===== config.mk =====
export PLATFORM = sky130hd
export DESIGN_NAME = oblivious_shortest_path_parents_top
export DESIGN_NICKNAME = d
export VERILOG_FILES = /design/src/osp_pkg.sv /design/src/oblivious_shortest_path_parents_top.sv /design/src/osp_ctrl.sv /design/src/osp_dpath.sv
export SDC_FILE = /design/constraint.sdc
export NUM_CORES = 2
export LEC_CHECK = 0
export ABC_AREA = 1
export BUFFER_PORTS_ARGS = -buffer_cell sky130_fd_sc_hd__buf_2
export CAP_MARGIN = 10
export CELL_PAD_IN_SITES_DETAIL_PLACEMENT = 1
export CELL_PAD_IN_SITES_GLOBAL_PLACEMENT = 2
export CORE_MARGIN = 1.5
export CORE_UTILIZATION = 44
export DETAILED_ROUTE_END_ITERATION = 16
export GPL_ROUTABILITY_DRIVEN = 0
export HOLD_SLACK_MARGIN = 0.15
export PLACE_DENSITY = 0.77
export SLEW_MARGIN = 20
export SYNTH_ARGS = -nofsm -noshare
export SYNTH_HDL_FRONTEND = slang
export SYNTH_HIERARCHICAL = 1
export SYNTH_SLANG_ARGS = --single-unit
export TNS_END_PERCENT = 100

===== constraint.sdc =====
create_clock -name clk -period 5.75 [get_ports clk]
set_clock_uncertainty 0.05 [all_clocks]
set_input_delay 0.2875 -clock clk [delete_from_list [all_inputs] [get_ports clk]]
set_output_delay 0.2875 -clock clk [all_outputs]
set_load 0.005 [all_outputs]

===== src/osp_pkg.sv =====
// Shared types and constants for the shortest-path parent finder.
package osp_pkg;

	localparam int NODE_W = 4;
	localparam int CNT_W = 5;
	localparam logic [CNT_W-1:0] NODE_COUNT_RST = 5'd16;

	typedef struct packed {
		logic wt_we;
		logic dist_init;
		logic par_clear;
		logic du_fetch;
		logic du_load;
		logic relax;
		logic force_take;
		logic out_load;
		logic out_last;
	} osp_cmd_t;

endpackage


===== src/oblivious_shortest_path_parents_top.sv =====
// Top level of the shortest-path parent finder over an adjacency matrix.
// The block takes n*n edge weights in row-major order, one transfer per cycle, where n is the
// node_count register clamped to 1..MAX_NODES; writing node_count restarts the load at entry
// (0, 0). After the last weight it runs n full Bellman-Ford sweeps from node 0, taking ties as
// updates; every pair is read from the distance and weight memories in READ and then relaxed
// in RELAX, and each source row first fetches its own distance in FETCH_U. It then reports one
// parent per node in ascending node order, each result passing through EMIT_RD and EMIT_PUT,
// which waits while the output is stalled, with tlast on the highest node. The next load can
// start while the final result still waits in the output register.
module oblivious_shortest_path_parents_top #(
	parameter int MAX_NODES = 16,
	parameter int WEIGHT_BITS = 8,
	parameter int DIST_BITS = 16,
	localparam int IN_W = ((WEIGHT_BITS + 7) / 8) * 8
) (
	input  logic                                clk,
	input  logic                                arst_n,
	input  logic                                cfg_we,
	input  logic [osp_pkg::CNT_W-1:0]           cfg_wdata,
	input  logic                                s_tvalid,
	output logic                                s_tready,
	// weight
	input  logic [IN_W-1:0]                     s_tdata,
	output logic                                m_tvalid,
	input  logic                                m_tready,
	// parent (upper half), node (lower half)
	output logic [2*osp_pkg::NODE_W-1:0]        m_tdata,
	output logic                                m_tlast
);
	import osp_pkg::*;

	localparam int NB = $clog2(MAX_NODES);

	osp_cmd_t          cmd;
	logic [NB-1:0]     u_idx;
	logic [NB-1:0]     v_idx;
	logic [NODE_W-1:0] node;
	logic [NODE_W-1:0] parent;

	osp_ctrl #(
		.MAX_NODES (MAX_NODES)
	) u_ctrl (
		.clk       (clk),
		.arst_n    (arst_n),
		.cfg_we    (cfg_we),
		.cfg_wdata (cfg_wdata),
		.s_tvalid  (s_tvalid),
		.s_tready  (s_tready),
		.m_tvalid  (m_tvalid),
		.m_tready  (m_tready),
		.cmd       (cmd),
		.u_idx     (u_idx),
		.v_idx     (v_idx)
	);

	osp_dpath #(
		.MAX_NODES   (MAX_NODES),
		.WEIGHT_BITS (WEIGHT_BITS),
		.DIST_BITS   (DIST_BITS)
	) u_dpath (
		.clk    (clk),
		.arst_n (arst_n),
		.cmd    (cmd),
		.u_idx  (u_idx),
		.v_idx  (v_idx),
		.weight (s_tdata[WEIGHT_BITS-1:0]),
		.node   (node),
		.parent (parent),
		.last   (m_tlast)
	);

	assign m_tdata = {parent, node};

endmodule


===== src/osp_ctrl.sv =====
// Controller: load, sweep and emit sequencing for the shortest-path parent finder.
module osp_ctrl #(
	parameter int MAX_NODES = 16,
	localparam int NB = $clog2(MAX_NODES)
) (
	input  logic                       clk,
	input  logic                       arst_n,
	input  logic                       cfg_we,
	input  logic [osp_pkg::CNT_W-1:0]  cfg_wdata,
	input  logic                       s_tvalid,
	output logic                       s_tready,
	output logic                       m_tvalid,
	input  logic                       m_tready,
	output osp_pkg::osp_cmd_t          cmd,
	output logic [NB-1:0]              u_idx,
	output logic [NB-1:0]              v_idx
);
	import osp_pkg::*;

	typedef enum logic [2:0] {
		LOAD,
		INIT,
		FETCH_U,
		READ,
		RELAX,
		EMIT_RD,
		EMIT_PUT
	} state_t;

	state_t            state_q;
	logic [NB-1:0]     u_q;
	logic [NB-1:0]     v_q;
	logic [NB-1:0]     i_q;
	logic [CNT_W-1:0]  node_count_q;
	logic              m_tvalid_q;
	logic [NB-1:0]     nlast;
	logic              u_end;
	logic              v_end;
	logic              i_end;
	logic              s_accept;
	logic              put_ok;

	always_comb begin
		if (node_count_q == '0) begin
			nlast = '0;
		end else if (32'(node_count_q) > 32'(MAX_NODES)) begin
			nlast = NB'(MAX_NODES - 1);
		end else begin
			nlast = NB'(node_count_q - 5'd1);
		end
	end

	assign u_end    = (u_q == nlast);
	assign v_end    = (v_q == nlast);
	assign i_end    = (i_q == nlast);
	assign s_tready = (state_q == LOAD);
	assign s_accept = s_tvalid && s_tready;
	assign put_ok   = !m_tvalid_q || m_tready;
	assign m_tvalid = m_tvalid_q;
	assign u_idx    = u_q;
	assign v_idx    = v_q;

	always_comb begin
		cmd = '0;
		case (state_q)
			LOAD: begin
				cmd.wt_we = s_accept;
			end
			INIT: begin
				cmd.dist_init = 1'b1;
				cmd.par_clear = 1'b1;
			end
			FETCH_U: begin
				cmd.du_fetch = 1'b1;
			end
			READ: begin
				cmd.du_load = (v_q == '0);
			end
			RELAX: begin
				cmd.relax      = 1'b1;
				cmd.force_take = (i_q == '0) && (u_q == '0) && (v_q != '0);
			end
			EMIT_PUT: begin
				cmd.out_load = put_ok;
				cmd.out_last = v_end;
			end
			default: begin
				cmd = '0;
			end
		endcase
	end

	always_ff @(posedge clk or negedge arst_n) begin
		if (!arst_n) begin
			state_q      <= LOAD;
			u_q          <= '0;
			v_q          <= '0;
			i_q          <= '0;
			node_count_q <= NODE_COUNT_RST;
			m_tvalid_q   <= 1'b0;
		end else begin
			if ((state_q == EMIT_PUT) && put_ok) begin
				m_tvalid_q <= 1'b1;
			end else if (m_tready) begin
				m_tvalid_q <= 1'b0;
			end
			if (cfg_we) begin
				node_count_q <= cfg_wdata;
				u_q          <= '0;
				v_q          <= '0;
				i_q          <= '0;
			end else begin
				case (state_q)
					LOAD: begin
						if (s_accept) begin
							if (v_end) begin
								v_q <= '0;
								if (u_end) begin
									u_q     <= '0;
									i_q     <= '0;
									state_q <= INIT;
								end else begin
									u_q <= u_q + NB'(1);
								end
							end else begin
								v_q <= v_q + NB'(1);
							end
						end
					end
					INIT: begin
						state_q <= FETCH_U;
					end
					FETCH_U: begin
						state_q <= READ;
					end
					READ: begin
						state_q <= RELAX;
					end
					RELAX: begin
						if (v_end) begin
							v_q <= '0;
							if (u_end) begin
								u_q <= '0;
								if (i_end) begin
									i_q     <= '0;
									state_q <= EMIT_RD;
								end else begin
									i_q     <= i_q + NB'(1);
									state_q <= FETCH_U;
								end
							end else begin
								u_q     <= u_q + NB'(1);
								state_q <= FETCH_U;
							end
						end else begin
							v_q     <= v_q + NB'(1);
							state_q <= READ;
						end
					end
					EMIT_RD: begin
						state_q <= EMIT_PUT;
					end
					EMIT_PUT: begin
						if (put_ok) begin
							if (v_end) begin
								v_q     <= '0;
								state_q <= LOAD;
							end else begin
								v_q     <= v_q + NB'(1);
								state_q <= EMIT_RD;
							end
						end
					end
					default: begin
						state_q <= LOAD;
					end
				endcase
			end
		end
	end

	a_relax_after_read: assert property (@(posedge clk) disable iff (!arst_n)
		state_q == RELAX |-> $past(state_q) == READ)
		else $error("relaxation without a preceding read");

	a_init_after_load: assert property (@(posedge clk) disable iff (!arst_n)
		state_q == INIT |-> $past(state_q) == LOAD)
		else $error("sweep started outside of a load");

	a_valid_from_put: assert property (@(posedge clk) disable iff (!arst_n)
		$rose(m_tvalid_q) |-> $past(state_q) == EMIT_PUT)
		else $error("result presented outside of the emit phase");

	a_index_bounds: assert property (@(posedge clk) disable iff (!arst_n)
		1'b1 |-> (u_q <= nlast) && (v_q <= nlast) && (i_q <= nlast))
		else $error("node index beyond the active node count");

endmodule


===== src/osp_dpath.sv =====
// Datapath: weight and distance memories, relaxation arithmetic and result register.
module osp_dpath #(
	parameter int MAX_NODES = 16,
	parameter int WEIGHT_BITS = 8,
	parameter int DIST_BITS = 16,
	localparam int NB = $clog2(MAX_NODES)
) (
	input  logic                        clk,
	input  logic                        arst_n,
	input  osp_pkg::osp_cmd_t           cmd,
	input  logic [NB-1:0]               u_idx,
	input  logic [NB-1:0]               v_idx,
	input  logic [WEIGHT_BITS-1:0]      weight,
	output logic [osp_pkg::NODE_W-1:0]  node,
	output logic [osp_pkg::NODE_W-1:0]  parent,
	output logic                        last
);
	import osp_pkg::*;

	localparam int AW = 2 * NB;
	localparam int WT_DEPTH = 1 << AW;
	localparam int SUM_W = ((DIST_BITS > WEIGHT_BITS) ? DIST_BITS : WEIGHT_BITS) + 1;

	logic [WEIGHT_BITS-1:0] wt_mem [WT_DEPTH];
	logic [DIST_BITS-1:0]   dist_mem [MAX_NODES];
	logic [NODE_W-1:0]      par_mem [MAX_NODES];
	logic [MAX_NODES-1:0]   par_vld_q;

	logic [WEIGHT_BITS-1:0] wt_rd_q;
	logic [DIST_BITS-1:0]   dist_rd_q;
	logic [NODE_W-1:0]      par_rd_q;
	logic                   vld_rd_q;
	logic [DIST_BITS-1:0]   du_q;
	logic [NODE_W-1:0]      node_q;
	logic [NODE_W-1:0]      parent_q;
	logic                   last_q;

	logic [NB-1:0]          dist_addr;
	logic [SUM_W-1:0]       sum_full;
	logic [DIST_BITS-1:0]   sum_sat;
	logic                   take;
	logic                   dist_we;

	assign dist_addr = cmd.du_fetch ? u_idx : v_idx;
	assign sum_full  = SUM_W'(du_q) + SUM_W'(wt_rd_q);
	assign sum_sat   = (|sum_full[SUM_W-1:DIST_BITS]) ? '1 : sum_full[DIST_BITS-1:0];
	assign take      = cmd.force_take || (dist_rd_q >= sum_sat);
	assign dist_we   = cmd.relax && take;

	always_ff @(posedge clk) begin
		if (cmd.wt_we) begin
			wt_mem[{u_idx, v_idx}] <= weight;
		end
		wt_rd_q <= wt_mem[{u_idx, v_idx}];
	end

	always_ff @(posedge clk) begin
		if (cmd.dist_init) begin
			dist_mem[0] <= '0;
		end else if (dist_we) begin
			dist_mem[v_idx] <= sum_sat;
		end
		dist_rd_q <= dist_mem[dist_addr];
	end

	always_ff @(posedge clk) begin
		if (dist_we) begin
			par_mem[v_idx] <= NODE_W'(u_idx);
		end
		par_rd_q <= par_mem[v_idx];
	end

	always_ff @(posedge clk or negedge arst_n) begin
		if (!arst_n) begin
			par_vld_q <= '0;
		end else if (cmd.par_clear) begin
			par_vld_q <= '0;
		end else if (dist_we) begin
			par_vld_q[v_idx] <= 1'b1;
		end
	end

	always_ff @(posedge clk) begin
		vld_rd_q <= par_vld_q[v_idx];
		if (cmd.du_load) begin
			du_q <= dist_rd_q;
		end
		if (cmd.out_load) begin
			node_q   <= NODE_W'(v_idx);
			parent_q <= vld_rd_q ? par_rd_q : NODE_W'(1);
			last_q   <= cmd.out_last;
		end
	end

	assign node   = node_q;
	assign parent = parent_q;
	assign last   = last_q;

endmodule

==> impl_metrics.yaml <==
power:
  leakage_uw: 0.0419
  vdd_drop_max_uv: 418
  finalPower_uw: 47500
  power_density_nw_per_um2: 422
grt:
  grt_pass1_vias: 68600
  grtUsageTotal_pct: 27.1
  grt_pass1_wl_mm: 460
  grt_overflow: 0
  grt_start_max_net_pins: 257
  antenna_found_initial: 16
die:
  num_rows: 174
  num_io_pins: 29
  start_util_pct: 44.3
  core_area_sq_um: 225000
  die_h_um: 480
  die_width_um: 480
  dieArea_sq_um: 230000
clock_network:
  numClockSinks: 2459
  insertion_delay_ns: 0.92
  numCtsBuffers: 284
  post_cts_buffers: 0
  clkSlewWorstSetupHoldPaths_ns: 0.06
  cts-resized-gates: 0
  htreeDepth: 5
  clockBufferDepth: 4
  ctsRootBufferMaster: "clkbuf_16"
  cts_tree: "done"
layout:
  multi_input_area_sq_um: 23800
  num-fill-cells: 23600
  layout_commonest_cell: "nand2_1"
  final_layout_size_suffix_gt1_share_pct: 6.93
  syn2layout_area_growth_pct: 12.8
  mostFrequentLayoutCells: "3960 x nand2_1, 2393 x edfxtp_1, 499 x nor2_1, 291 x clkbuf_16, 278 x nand3_1"
  seqCellArea_sq_um: 73400
  final_nets: 8955
yosys:
  synth_seq_cells: 2459
  ys_warn_count: 6
  muxShareOfSynthArea_pct: 0
  synth_top_family_by_area: "simple AND/OR/NAND/NOR gates"
  synth_top_cell_area_share_pct: 71.9
  async_reset_ff_share_pct: 1.50
  syn_area_per_cell_sq_um: 11.3
  synth_top_cell_by_area: "edfxtp_1"
  synth_compound_area_share_pct: 3.74
  synth_edf_count: 2393
  synthSimpleGateAreaFrac_pct: 19.3
  synth_adder_area_share_pct: 0.421
  ys_types: 45
  synth-main-ff-cell: "edfxtp_1"
  netlist_area_sq_um: 99900
  syn_inst: 8826
  seq_area_frac_synth_pct: 73.4
  synth_xor_area_share_pct: 0.123
  netlist_top_cells_area: "edfxtp_1 72%, nand2_1 15%, nor2_1 2.0%"
  syn_nets: 8877
setup_path:
  cpLargestDelayFamily: "simple AND/OR/NAND/NOR gates"
  rr_worst_depth: 17
  r2r-end: "u_dpath/dist_mem[8][15]"
  critical_path.most_common_cell: "nand3_1"
  critical_path.cell_chain: "ha_1 > nand3_1 > nand2_1 > inv_1 > o21ai_0 > nand3_1 > nor2_1 > buf_4 > nor3_1 > ha_1 > nand4_1 > nor3_1 > o21ai_0 > nand2_1 > nand3_1 > buf_4 > nor2_1"
  crit_slowest_cell: "nor2_1"
  slowest_delay_ns: 0.82
  critPathMaxFanout: 18
  worst-path-buf-inv: 3
  crit_type: "register to register"
  cp.required_ns: 6.27
  worstReg2RegStart: "u_dpath/du_q[2]"
  cp-end-kind: "register"
  arrival_ns: 5.43
  worstSetupStartpointType: "register"
  regToRegSetupSlack_ns: 0.84
route:
  wl_per_cell_um: 25.9
  num_vias: 66900
  routed_wirelength_mm: 313
  viasPerCell: 5.53
  drtIter0Drc: 5821
  ant_nets: 0
  firstDrtPassIters: 5
  drc: 0
hold_path:
  hp-class: "register to register"
  hp-start: "u_dpath/dist_rd_q[12]"
  whs_endpoint: "u_dpath/du_q[12]"
  holdPathStages: 0
sta:
  finalCritPeriodShare_pct: 85.4
  final-max-slew-violation-count: 0
  setup_viol_count_final: 0
  hold_viol_final: 0
  fin_crit_ns: 4.91
  relSlewSlack_pct: 20.0
  tightest_slew_ns: 1.20
  rsz0062_at_grt: "no"
  totalNegativeSetupSlack_ns: 0
  fmax_mhz: 204
run_status:
  outcome: "finished, final reports clean"
placement:
  port_buffers: 28
  place_hpwl_mm: 180
run:
  drv_cap: 0
-- worst reg2reg max path, cell delays in order (launching register included) --
cell and delay [ns]:
edfxtp_1 0.38, ha_1 0.36, nand3_1 0.09, nand2_1 0.15, inv_1 0.05, o21ai_0 0.63, nand3_1 0.25, nor2_1 0.21
buf_4 0.23, nor3_1 0.11, ha_1 0.30, nand4_1 0.15, nor3_1 0.21, o21ai_0 0.12, nand2_1 0.11, nand3_1 0.09
buf_4 0.23, nor2_1 0.82
-- where the power goes --
group | switching [uW] | leakage [uW] | internal, uW
combinational | 7970 | 0.0156 | 2740
sequential | 238 | 0.0223 | 20000
clock | 6930 | 0.00408 | 9710
-- what timing repair did --
| action | 4_1_cts | 5_1_grt |
|---|---|---|
| hold buffers | 37 | 0 |
| setup endpoints to repair | 0 | 0 |
| endpoints found under the hold margin | 853 | 0 |
-- final cells by class --
cell class / instances / area share [%]
Clock buffer: 366 / 6.76
Inverter: 258 / 0.885
Sequential cell: 2459 / 65.1
Clock inverter: 110 / 0.661
Timing Repair Buffer: 246 / 2.16
Tap cell: 2992 / 3.32
Antenna cell: 4 / 0.00888
Multi-Input combinational cell: 5655 / 21.1
-- synth_stat cells, types with 43 or more instances --
cell type  number
nand2_1      3976
edfxtp_1     2393
nor2_1        526
nand3_1       278
inv_1         245
a21oi_1       229
o21ai_0       217
clkbuf_1      205
buf_2         185
nand4_1       122
a22oi_1        82
o21ai_1        68
buf_1          55
o211ai_1       43
-- flip-flops by register name, summed over array words and instances, names as in the netlist, 5 cells and up --
signal / cells
u_dpath/par_mem: 64
u_dpath/wt_rd_q: 8
u_dpath/du_q: 16
u_dpath/dist_mem: 256
u_dpath/dist_rd_q: 16
u_dpath/par_vld_q: 16
u_dpath/wt_mem: 2048
u_ctrl/node_count_q: 5
-- metal layers --
layer	GRT usage, %	vias to the layer above	wire length (um)
met4	7.65	4	8480
met5	0	-	25
met3	3.68	449	17100
li1	-	30100	-
met1	37.9	34500	139000
met2	44.3	1830	149000
-- cells by family after synthesis --
family                     after synthesis
DFF                                   2459
buffers and inverters                  712
AOI/OAI and AO/OA                      670
and+or+nand+nor                       4938
xor gates and xnor gates                14
adders and majority gates               33
-- worst max-delay path by stage --
stage,from,to,slack [ns],depth (start not counted)
finish,u_dpath/du_q[2],u_dpath/dist_mem[8][15],0.84,17
global route,u_dpath/du_q[2],u_dpath/dist_mem[6][15],0.40,17
CTS,u_dpath/du_q[2],u_dpath/dist_mem[6][15],0.85,17
detailed placement,u_dpath/du_q[2],u_dpath/dist_mem[13][15],0.95,17
global placement,u_dpath/du_q[2],u_dpath/dist_mem[13][15],0.95,18
floorplan,u_dpath/du_q[2],u_dpath/dist_mem[15][0],1.49,18
-- per-stage QoR --
stage	instances	util [%]	hold slack (ns)	setup WS, ns	area, sq um
detailed placement	11600	46.1	0.384	0.946	104000
floorplan	8826	-	-0.0581	1.49	99900
CTS	12100	50.0	0.382	0.853	113000
finish	12100	50.0	0.395	0.839	113000
global route	12100	50.0	0.408	0.397	113000
global placement	11600	46.1	0.390	0.949	104000
No activity file was read; power rests on OpenSTA's default activity.
